### src/sv/lpd_pkg.sv
`timescale 1ns / 1ps
// shared types and codes for the length-prefixed deframer
package lpd_pkg;

	// event codes reported on the result channel
	typedef logic [2:0] kind_t;
	localparam kind_t EV_PAYLOAD  = 3'd0;
	localparam kind_t EV_EMPTY    = 3'd1;
	localparam kind_t EV_MISMATCH = 3'd2;
	localparam kind_t EV_ZERO     = 3'd3;
	localparam kind_t EV_PING     = 3'd4;

	// configuration register indexes (byte address = 8 * index)
	localparam logic REG_PING_MARKER    = 1'b0;
	localparam logic REG_START_SEQUENCE = 1'b1;

	localparam int APB_DATA_W = 64;
	localparam int APB_ADDR_W = 4;

	// configuration seen by the frame engine
	typedef struct packed {
		logic [63:0] ping_marker;
		logic        seq_load;
		logic [7:0]  seq_value;
	} cfg_t;

	// one result item
	typedef struct packed {
		kind_t      event_kind;
		logic [7:0] data_byte;
		logic       frame_last;
		logic [7:0] sequence_seen;
	} result_t;

endpackage

### src/sv/lpd_rx_if.sv
`timescale 1ns / 1ps
// receive byte channel interface
interface lpd_rx_if;
	logic       valid;
	logic       ready;
	logic [7:0] rx_byte;

	modport source (output valid, output rx_byte, input ready);
	modport sink (input valid, input rx_byte, output ready);
endinterface

### src/sv/lpd_ev_if.sv
`timescale 1ns / 1ps
// event result channel interface
interface lpd_ev_if;
	logic                valid;
	logic                ready;
	lpd_pkg::kind_t      event_kind;
	logic [7:0]          data_byte;
	logic                frame_last;
	logic [7:0]          sequence_seen;

	modport source (output valid, output event_kind, output data_byte,
		output frame_last, output sequence_seen, input ready);
	modport sink (input valid, input event_kind, input data_byte,
		input frame_last, input sequence_seen, output ready);
endinterface

### src/sv/lpd_cfg.sv
`timescale 1ns / 1ps
// apb configuration registers for the deframer
module lpd_cfg (
	input  logic                            clk,
	input  logic                            arst_n,
	input  logic                            psel,
	input  logic                            penable,
	input  logic                            pwrite,
	input  logic [lpd_pkg::APB_ADDR_W-1:0]  paddr,
	input  logic [lpd_pkg::APB_DATA_W-1:0]  pwdata,
	output logic [lpd_pkg::APB_DATA_W-1:0]  prdata,
	output logic                            pready,
	output lpd_pkg::cfg_t                   cfg
);
	import lpd_pkg::*;

	logic [63:0] ping_marker_q;
	logic [7:0]  start_sequence_q;
	logic        wr_en;
	logic        reg_sel;

	assign pready  = 1'b1;
	assign wr_en   = psel && penable && pwrite;
	// registers sit on 8-byte strides, low address bits are ignored
	assign reg_sel = paddr[3];

	// register writes
	always_ff @(posedge clk or negedge arst_n) begin
		if (!arst_n) begin
			ping_marker_q    <= '1;
			start_sequence_q <= '0;
		end else if (wr_en) begin
			case (reg_sel)
				REG_PING_MARKER:    ping_marker_q    <= pwdata;
				REG_START_SEQUENCE: start_sequence_q <= pwdata[7:0];
				default:            ;
			endcase
		end
	end

	// read mux
	always_comb begin
		case (reg_sel)
			REG_PING_MARKER:    prdata = ping_marker_q;
			REG_START_SEQUENCE: prdata = {56'd0, start_sequence_q};
			default:            prdata = '0;
		endcase
	end

	// a start_sequence write also reloads the expected sequence
	assign cfg.ping_marker = ping_marker_q;
	assign cfg.seq_load    = wr_en && (reg_sel == REG_START_SEQUENCE);
	assign cfg.seq_value   = pwdata[7:0];

endmodule

### src/sv/lpd_core.sv
`timescale 1ns / 1ps
// frame state machine: header assembly, sequence check, body countdown
module lpd_core #(
	parameter int LENGTH_BYTES = 8
) (
	input  logic              clk,
	input  logic              arst_n,
	input  lpd_pkg::cfg_t     cfg,
	input  logic              fire,
	input  logic [7:0]        byte_in,
	output logic              res_valid,
	output lpd_pkg::result_t  res
);
	import lpd_pkg::*;

	localparam int LEN_W = 8 * LENGTH_BYTES;
	localparam int IDX_W = (LENGTH_BYTES > 1) ? $clog2(LENGTH_BYTES) : 1;
	localparam logic [IDX_W-1:0] IDX_LAST = IDX_W'(LENGTH_BYTES - 1);

	localparam logic [1:0] PH_LENGTH  = 2'd0;
	localparam logic [1:0] PH_SEQ     = 2'd1;
	localparam logic [1:0] PH_PAYLOAD = 2'd2;
	localparam logic [1:0] PH_DISCARD = 2'd3;

	logic [1:0]       phase_q, phase_d;
	logic [IDX_W-1:0] idx_q, idx_d;
	logic [LEN_W-1:0] accum_q;
	logic [LEN_W-1:0] left_q, left_d;
	logic [7:0]       fseq_q, fseq_d;
	logic [7:0]       exp_q, exp_d;
	logic [LEN_W-1:0] len_full;
	logic [LEN_W-1:0] left_dec;
	logic             left_zero;

	// header value with the byte now arriving in the top lane
	always_comb begin
		len_full = accum_q;
		len_full[LEN_W-1 -: 8] = byte_in;
	end

	assign left_dec  = left_q - LEN_W'(1);
	assign left_zero = (left_dec == '0);

	// next state and result
	always_comb begin
		phase_d   = phase_q;
		idx_d     = idx_q;
		left_d    = left_q;
		fseq_d    = fseq_q;
		exp_d     = exp_q;
		res_valid = 1'b0;
		res       = '0;
		case (phase_q)
			PH_LENGTH: begin
				if (idx_q != IDX_LAST) begin
					idx_d = idx_q + IDX_W'(1);
				end else begin
					idx_d = '0;
					if (64'(len_full) == cfg.ping_marker) begin
						res_valid      = 1'b1;
						res.event_kind = EV_PING;
					end else if (len_full == '0) begin
						res_valid      = 1'b1;
						res.event_kind = EV_ZERO;
					end else begin
						left_d  = len_full;
						phase_d = PH_SEQ;
					end
				end
			end
			PH_SEQ: begin
				fseq_d            = byte_in;
				left_d            = left_dec;
				res.sequence_seen = byte_in;
				if (byte_in == exp_q) begin
					exp_d = exp_q + 8'd1;
					if (left_zero) begin
						phase_d        = PH_LENGTH;
						res_valid      = 1'b1;
						res.event_kind = EV_EMPTY;
					end else begin
						phase_d = PH_PAYLOAD;
					end
				end else if (left_zero) begin
					phase_d        = PH_LENGTH;
					res_valid      = 1'b1;
					res.event_kind = EV_MISMATCH;
				end else begin
					phase_d = PH_DISCARD;
				end
			end
			PH_PAYLOAD: begin
				left_d            = left_dec;
				res_valid         = 1'b1;
				res.event_kind    = EV_PAYLOAD;
				res.data_byte     = byte_in;
				res.frame_last    = left_zero;
				res.sequence_seen = fseq_q;
				if (left_zero) begin
					phase_d = PH_LENGTH;
				end
			end
			default: begin
				left_d            = left_dec;
				res.sequence_seen = fseq_q;
				if (left_zero) begin
					phase_d        = PH_LENGTH;
					res_valid      = 1'b1;
					res.event_kind = EV_MISMATCH;
				end
			end
		endcase
		res_valid = res_valid && fire;
	end

	// control state
	always_ff @(posedge clk or negedge arst_n) begin
		if (!arst_n) begin
			phase_q <= PH_LENGTH;
			idx_q   <= '0;
			left_q  <= '0;
			fseq_q  <= '0;
			exp_q   <= '0;
		end else begin
			if (fire) begin
				phase_q <= phase_d;
				idx_q   <= idx_d;
				left_q  <= left_d;
				fseq_q  <= fseq_d;
			end
			if (cfg.seq_load) begin
				exp_q <= cfg.seq_value;
			end else if (fire) begin
				exp_q <= exp_d;
			end
		end
	end

	// header lanes, each written once per header before use
	always_ff @(posedge clk) begin
		if (fire && (phase_q == PH_LENGTH)) begin
			for (int j = 0; j < LENGTH_BYTES; j++) begin
				if (idx_q == IDX_W'(j)) begin
					accum_q[8*j +: 8] <= byte_in;
				end
			end
		end
	end

endmodule

### src/sv/length_prefixed_deframer.sv
`timescale 1ns / 1ps
// Length-prefixed deframer with sequence check. Takes one received byte per
// transfer and sustains one byte per clock unless the event output stalls; an
// event is presented after its byte passes the input register and then the
// event register. The per-byte frame update is one header-width decrement and
// compare. A waiting event still lets the empty input register fill. Each
// frame opens with a LENGTH_BYTES little-endian length; a length equal to
// ping_marker is reported as a ping, a zero length as a drop, otherwise the
// first body byte is checked against the expected sequence number and the
// remaining bytes are delivered (last one flagged) or the body is dropped.
// Registers: ping_marker at byte address 0, start_sequence at 8 (writing it
// reloads the expected sequence). Write configuration only while idle.
module length_prefixed_deframer #(
	parameter int LENGTH_BYTES = 8
) (
	input  logic                            clk,
	input  logic                            arst_n,
	lpd_rx_if.sink                          rx,
	lpd_ev_if.source                        ev,
	input  logic                            psel,
	input  logic                            penable,
	input  logic                            pwrite,
	input  logic [lpd_pkg::APB_ADDR_W-1:0]  paddr,
	input  logic [lpd_pkg::APB_DATA_W-1:0]  pwdata,
	output logic [lpd_pkg::APB_DATA_W-1:0]  prdata,
	output logic                            pready
);
	import lpd_pkg::*;

	cfg_t       cfg;
	logic       valid_s1;
	logic [7:0] byte_s1;
	logic       adv;
	logic       fire;
	logic       res_valid;
	result_t    res;
	logic       ev_valid_q;
	result_t    ev_q;

	lpd_cfg u_cfg (
		.clk     (clk),
		.arst_n  (arst_n),
		.psel    (psel),
		.penable (penable),
		.pwrite  (pwrite),
		.paddr   (paddr),
		.pwdata  (pwdata),
		.prdata  (prdata),
		.pready  (pready),
		.cfg     (cfg)
	);

	// stage 1 moves on when the event register is free or being drained
	assign adv      = !ev_valid_q || ev.ready;
	assign fire     = valid_s1 && adv;
	assign rx.ready = !valid_s1 || adv;

	// input register
	always_ff @(posedge clk or negedge arst_n) begin
		if (!arst_n) begin
			valid_s1 <= 1'b0;
		end else if (rx.ready) begin
			valid_s1 <= rx.valid;
		end
	end

	always_ff @(posedge clk) begin
		if (rx.valid && rx.ready) begin
			byte_s1 <= rx.rx_byte;
		end
	end

	lpd_core #(
		.LENGTH_BYTES (LENGTH_BYTES)
	) u_core (
		.clk       (clk),
		.arst_n    (arst_n),
		.cfg       (cfg),
		.fire      (fire),
		.byte_in   (byte_s1),
		.res_valid (res_valid),
		.res       (res)
	);

	// event register
	always_ff @(posedge clk or negedge arst_n) begin
		if (!arst_n) begin
			ev_valid_q <= 1'b0;
		end else if (adv) begin
			ev_valid_q <= res_valid;
		end
	end

	always_ff @(posedge clk) begin
		if (res_valid) begin
			ev_q <= res;
		end
	end

	assign ev.valid         = ev_valid_q;
	assign ev.event_kind    = ev_q.event_kind;
	assign ev.data_byte     = ev_q.data_byte;
	assign ev.frame_last    = ev_q.frame_last;
	assign ev.sequence_seen = ev_q.sequence_seen;

endmodule

### src/flat_wrapper.sv
// flat-port wrapper written by rule: the top's interface ports become plain ports
module length_prefixed_deframer_flat import lpd_pkg::*;
#(
	parameter int LENGTH_BYTES = 8
)
  (clk, arst_n, psel, penable, pwrite, paddr, pwdata, prdata, pready, rx_valid, rx_rx_byte, rx_ready, ev_valid, ev_event_kind, ev_data_byte, ev_frame_last, ev_sequence_seen, ev_ready);
  lpd_rx_if rx_i ();
  lpd_ev_if ev_i ();
  input  logic clk;
  input  logic arst_n;
  input  logic psel;
  input  logic penable;
  input  logic pwrite;
  input  logic [lpd_pkg::APB_ADDR_W-1:0] paddr;
  input  logic [lpd_pkg::APB_DATA_W-1:0] pwdata;
  output logic [lpd_pkg::APB_DATA_W-1:0] prdata;
  output logic pready;
  input wire logic [$bits(rx_i.valid)-1:0] rx_valid;
  input wire logic [$bits(rx_i.rx_byte)-1:0] rx_rx_byte;
  output wire logic [$bits(rx_i.ready)-1:0] rx_ready;
  output wire logic [$bits(ev_i.valid)-1:0] ev_valid;
  output wire logic [$bits(ev_i.event_kind)-1:0] ev_event_kind;
  output wire logic [$bits(ev_i.data_byte)-1:0] ev_data_byte;
  output wire logic [$bits(ev_i.frame_last)-1:0] ev_frame_last;
  output wire logic [$bits(ev_i.sequence_seen)-1:0] ev_sequence_seen;
  input wire logic [$bits(ev_i.ready)-1:0] ev_ready;
  assign rx_i.valid = rx_valid;
  assign rx_i.rx_byte = rx_rx_byte;
  assign rx_ready = rx_i.ready;
  assign ev_valid = ev_i.valid;
  assign ev_event_kind = ev_i.event_kind;
  assign ev_data_byte = ev_i.data_byte;
  assign ev_frame_last = ev_i.frame_last;
  assign ev_sequence_seen = ev_i.sequence_seen;
  assign ev_i.ready = ev_ready;
  length_prefixed_deframer #(.LENGTH_BYTES(LENGTH_BYTES)) u_core (.clk(clk), .arst_n(arst_n), .rx(rx_i), .ev(ev_i), .psel(psel), .penable(penable), .pwrite(pwrite), .paddr(paddr), .pwdata(pwdata), .prdata(prdata), .pready(pready));
endmodule
### config.mk
export PLATFORM = sky130hd
export DESIGN_NAME = length_prefixed_deframer_flat
export DESIGN_NICKNAME = d
export VERILOG_FILES = /design/src/sv/lpd_pkg.sv /design/src/sv/lpd_rx_if.sv /design/src/sv/lpd_ev_if.sv /design/src/sv/lpd_cfg.sv /design/src/sv/lpd_core.sv /design/src/sv/length_prefixed_deframer.sv /design/src/flat_wrapper.sv
export SDC_FILE = /design/constraint.sdc
export NUM_CORES = 1
export LEC_CHECK = 0
export ABC_AREA = 0
export BUFFER_PORTS_ARGS = -buffer_cell sky130_fd_sc_hd__buf_2
export CAP_MARGIN = 20
export CORE_UTILIZATION = 50
export CTS_CLUSTER_DIAMETER = 40
export DETAILED_ROUTE_END_ITERATION = 8
export GPL_ROUTABILITY_DRIVEN = 0
export MAX_ROUTING_LAYER = met4
export PLACE_DENSITY = 0.71
export SYNTH_ARGS = -nofsm -noshare
export SYNTH_HDL_FRONTEND = slang
export SYNTH_SLANG_ARGS = --single-unit
### constraint.sdc
create_clock -name clk -period 8 [get_ports clk]
set_clock_uncertainty 0.05 [all_clocks]
set_input_delay 0 -clock clk [delete_from_list [all_inputs] [get_ports clk]]
set_output_delay 0 -clock clk [all_outputs]
set_load 0.05 [all_outputs]
Yosys cells after proc, flatten, opt, wreduce, memory -nomap -nowiden
Cells that the tools add are included.
Storage, ports and cells
  register bits after elaboration: 243
  output and inout port bits: 87
  bits in latches: 0
  RAM bits: 0
  memories kept: 0
  memory bits (read-only): 0
  logic and storage cells: 103
  input port bits: 83
Cells by class
  magnitude comparators: 0
  muxes and demuxes: 31
  bitwise logic cells: 1
  reductions and logical operators: 33
  equality and inequality tests: 14
  multipliers: 0
  shifts and indexed selects: 0
  divide/modulo/power cells: 0
  add/sub/neg operators: 3
Operators with widths (count)
  64-bit two-way mux: 4
  64-bit logical NOT: 2
  64-bit case mux with 2 select lines: 1
  64-bit equality test: 1
  64-bit by 1-bit subtractor with 64-bit output (second input constant): 1
  8-bit two-way mux: 4
  2-bit AND reduction: 11
  2-bit two-way mux: 9
  8-bit case mux with 2 select lines: 1
  3-bit two-way mux: 4
  3-bit equality test (second input constant): 3
  3-bit case mux with 3 select lines: 1
  8-bit by 1-bit adder with 8-bit output (second input constant): 1
  8-bit equality test: 1
  1-bit logical AND: 7
  3-bit by 2-bit equality test with 1-bit output (second input constant): 2
  2-bit inequality test (second input constant): 3
  2-bit nonzero test: 3
  1-bit two-way mux: 5
  5-bit AND reduction: 1
  2-bit case mux with 2 select lines: 1
  4-bit AND reduction: 1
  3-bit by 1-bit adder with 3-bit output (second input constant): 1
  3-bit by 1-bit equality test with 1-bit output (second input constant): 1
  11 further kinds: 13

Logic depth before layout (Yosys ltp)
  depth in word-level cells: 6
  gate-level depth with buffers: 14
  gate-level depth less buffers: 11

Modules after synthesis
A second synthesis with hierarchy kept.
Second synthesis, totals
  cell total of the unflattened synthesis: 1314
  area total of the unflattened synthesis: 13779.5 um^2
Modules (own cells, without submodules)
  lpd_core: instances 1, seq. area each 3808.7 um^2, area each 9205.1 um^2, cells an instance 1043
  lpd_cfg: instances 1, seq. area each 1881.8 um^2, area each 3629.7 um^2, cells an instance 235
  length_prefixed_deframer: instances 1, seq. area each 890.9 um^2, area each 944.7 um^2, cells an instance 36

Least setup slack after synthesis
OpenSTA, ideal clock, no wires.
  path type: register -> register
  start point: reg u_core.u_core.left_q[0]
  end point: reg u_core.ev_q (netlist bit u_core.ev.data_byte[0]) (enable)
  data arrival time: 3.908 ns
  setup time: 0.397 ns
  path buffers: 2
  clock period less this slack: 4.355 ns
  stages on the path, launching flop included: 14
  path slack: 3.645 ns
  data required time: 7.553 ns
  path through: dfrtp_1 -> inv_1 -> ha_1 -> buf_2 -> nor3b_2 -> nand4_1 -> or4_1 -> clkbuf_1 -> nor3_1 -> xor2_1 -> a2111oi_0 -> nor4b_2 -> a21oi_1 -> nor2_1
On the way
  word-level cells in the longest chain between the ends: 5
RTL lines
  start: declaration: RTL line lpd_core.sv:28  | logic [LEN_W-1:0] left_q, left_d;
  start signal: assignment: RTL line lpd_core.sv:128  | left_q <= left_d;
  64-bit by 1-bit subtractor with 64-bit output: RTL line lpd_core.sv:41  | assign left_dec = left_q - LEN_W'(1);
  64-bit logical NOT: RTL line lpd_core.sv:42  | assign left_zero = (left_dec == '0);
  1-bit two-way mux: RTL line lpd_core.sv:77, lpd_core.sv:84, lpd_core.sv:106
  1-bit case mux with 2 select lines: RTL line lpd_core.sv:53  | case (phase_q)
  1-bit logical AND: RTL line lpd_core.sv:113  | res_valid = res_valid && fire;
  named net u_core.res_valid: RTL line length_prefixed_deframer.sv:35  | logic res_valid;
  end signal: assignment: RTL line length_prefixed_deframer.sv:96  | ev_q <= res;
  end: declaration: RTL line length_prefixed_deframer.sv:38  | result_t ev_q;
The timed path passes the listed nets, and every way through them passes these cells.
A chain may end at the register's enable or synchronous reset.

Final worst setup path
  start point: reg u_core.u_core.left_q[0]
  end point: reg u_core.ev_q (netlist bit u_core.ev.data_byte[3]) (enable)
The elaborated chain is that of the path after synthesis.

==> qor.txt <==
status = completed
drt via density = 6.09
fin util = 63.5%
Max Cap Viol = 0
clock tree sinks = 243
Slew @ Worst Pin = 1.11 ns
die width = 164 µm
Syn-to-layout area delta = 23.5%
Max VDD drop = 0.226 mV
WP data arrival = 5.37 ns
Yosys Warn Count = 0
antenna violations before repair = 1
CORE AREA = 25,400 µm²
Die Area = 26,800 µm²
post-detailed-routing wire length = 39,800 µm
critical path fanouts, max = 20
Main synth FF type = dfrtp_1
Achievable Freq = 191 MHz
minimum clock period = 5.24 ns
CTS clock-pin slew for the worst setup and hold paths = 0.06 ns
worst skew pair latency = 0.51 ns
Worst R2R Start = u_core.u_core.left_q[0]$_DFFE_PN0P_
commonest non-fill, non-tap cells in the layout = buf_2 (164), nor2_1 (128), dfrtp_1 (95), xor2_1 (87), edfxtp_1 (84)
antenna-violating nets left = 0
Critical R2R Capture = u_core.ev.data_byte[3]$_SDFFCE_PN0P_
Mean Syn Cell Area = 10.3 µm²
Final setup viols = 0
most common cell after layout, fill and taps aside = buf_2
WHS Endpoint = u_core.u_cfg.start_sequence_q[6]$_DFFE_PN0P_
I/O pin count = 170
post-route clock period utilization = 65.5%
initial DRC count = 1,037
kind of critical path = register to register
H-tree depth = 2
CTS tree = done
crit path launch = u_core.u_core.left_q[0]$_DFFE_PN0P_
ys async rst share = 65.4%
leakage power = 6.67 nW
number of global-route vias before repair = 10,800
setup TNS = 0 ns
post-synthesis sequential area ratio = 50.4%
Overflow after GRT = 0
Wirelength per Cell = 21.7 µm
Largest stage delay, worst path = 1.02 ns
GRT Util Overall = 31.0%
Port Buf Inserts = 165
fin nets = 1,564
worst reg2reg path depth = 12
register-to-register setup slack = 2.76 ns
starting density of the core = 51.4%
Site Rows = 58
Post-CTS Resized = 0
Critical Path Sink Type = register
vias = 11,100
CTS buffer count = 36
hold path depth = 4
Critical Path Start Type = register
hold path start = pwrite
synthesized flop and latch total = 243
Initial DRT Pass Iterations = 6
Hold Vio Cnt, Final = 0
CP top delay family = simple AND/OR/NAND/NOR gates
critical-path cell list = inv_1 > ha_1 > nor3b_2 > nand4_1 > or4_1 > nor3_1 > xor2_1 > a2111oi_0 > nor4b_2 > a21oi_1 > nor2_1 > buf_4
Post-Syn Instances = 1,264
crit path max-delay cell type = or4_1
RSZ-0062 raised after global routing = false
ratio of cells with drive above 1 in the final layout = 27.1%
global-route wire length before repair = 61,600 µm
Cell Area, Synth = 13,100 µm²
largest net degree at the start of global routing = 130
max_slew headroom = 25.1%
Die Ht = 164 µm
synth unique cells = 66
pwr dens = 252 nW/µm²
DP HPWL = 26,400 µm
Pins Over Slew Limit = 0
Post-Syn Nets = 1,356
CTS Buffer Depth = 3
Worst Path Required = 8.13 ns
Hold Crit Class = input port to register
Post-synth EDFFs = 84
CTS Root Cell = clkbuf_16
Buf/Inv on CP = 2
DRC = 0
## final cells by class
cell class	count	area (µm²)
clock inverter	24	312
clock buffer	41	940
multi-input combinational	918	6090
timing repair buffer	255	1720
inverter	18	67.6
sequential	243	6580
antenna	1	2.50
tap	330	413
fill	1994	9280
## report_power, final
part / internal (W) / switching [W]
clock: 0.00105 / 0.000591
combinational: 0.000292 / 0.000474
sequential: 0.00147 / 0.000187
total: 0.00281 / 0.00125
## layer usage
metal	track usage [%]	wire, µm	part of all wire, %	up-vias
met2	47.2	18500	47	517
met5	-	0	0	-
met3	4.85	3030	7.6	97
met1	41.7	16700	42	5450
met4	12.0	1510	3.8	0
li1	-	-	-	5073
## tightest hold or removal path: cells and delay by family
| family | cells | cell delay (ns) |
|---|---|---|
| AND/OR/NAND/NOR | 3 | 0.46 |
| buffers and inverters | 1 | 0.11 |
## registers in the layout, indices dropped and copies added, names as in the netlist, 8 cells and up
register                       flops
u_core.u_core.fseq_q               8
u_core.u_core.accum_q             56
u_core.ev.sequence_seen            8
u_core.u_cfg.start_sequence_q      8
u_core.u_cfg.ping_marker_q        64
u_core.u_core.exp_q                8
u_core.byte_s1                     8
u_core.ev.data_byte                8
u_core.u_core.left_q              64
## logic make-up (layout without fill, tap and decap cells)
group | after synthesis | count (layout) | synth area share (%)
buffers and inverters | 103 | 338 | 3.07
other | 1 | 2 | 0.0287
and+or+nand+nor | 483 | 483 | 19.9
muxes | 84 | 84 | 7.21
DFF | 243 | 243 | 50.4
AOI/OAI and AO/OA | 242 | 242 | 11.9
xor gates and xnor gates | 99 | 99 | 6.64
adders and majority gates | 9 | 9 | 0.863
## metrics by stage
| step | total power, W | worst slack [ns] | cell area (µm²) | cells | hold WS, ns |
|---|---|---|---|---|---|
| after global routing | 0.00421 | 2.35 | 16100 | 1830 | 0.101 |
| after detailed placement | 0.00240 | 2.86 | 14100 | 1687 | 0.0608 |
| after floorplan | 0.00217 | 3.65 | 13100 | 1264 | -0.346 |
| final | 0.00407 | 2.76 | 16100 | 1830 | 0.0493 |
| after global placement | 0.00238 | 3.03 | 14100 | 1687 | 0.0560 |
| after CTS | 0.00406 | 2.88 | 16100 | 1828 | 0.0288 |
## cells in the mapped netlist, types with 34 or more instances
cell type	number	area, µm²
dfrtp_1	95	2380
nor2b_1	56	350
nor2_1	129	484
o21ai_0	67	335
o22a_1	34	298
mux2_2	80	901
nor3_1	35	175
a21oi_1	57	285
nor4_1	67	419
nand2_1	77	289
edfxtp_1	84	2520
clkbuf_1	71	267
xor2_1	87	762
dfstp_2	64	1680
## timing repair
item                                   4_1_cts  5_1_grt
hold buffers                                76        0
endpoints found under the hold margin      174        0
buffers inserted                             0        0
## how the worst max path moves through the flow
stage                                            to  slack (ns)  cells after the start
5_1_grt        u_core.ev.sequence_seen[6]$_DFFE_PP_        2.35                     12
6_report       u_core.ev.data_byte[3]$_SDFFCE_PN0P_        2.76                     12
3_5_place_dp   u_core.ev.data_byte[4]$_SDFFCE_PN0P_        2.86                     12
2_1_floorplan  u_core.ev.data_byte[0]$_SDFFCE_PN0P_        3.65                     13
4_1_cts        u_core.ev.data_byte[6]$_SDFFCE_PN0P_        2.88                     12
3_3_place_gp   u_core.ev.data_byte[7]$_SDFFCE_PN0P_        3.03                     12
(Power assumes the default switching activity.)
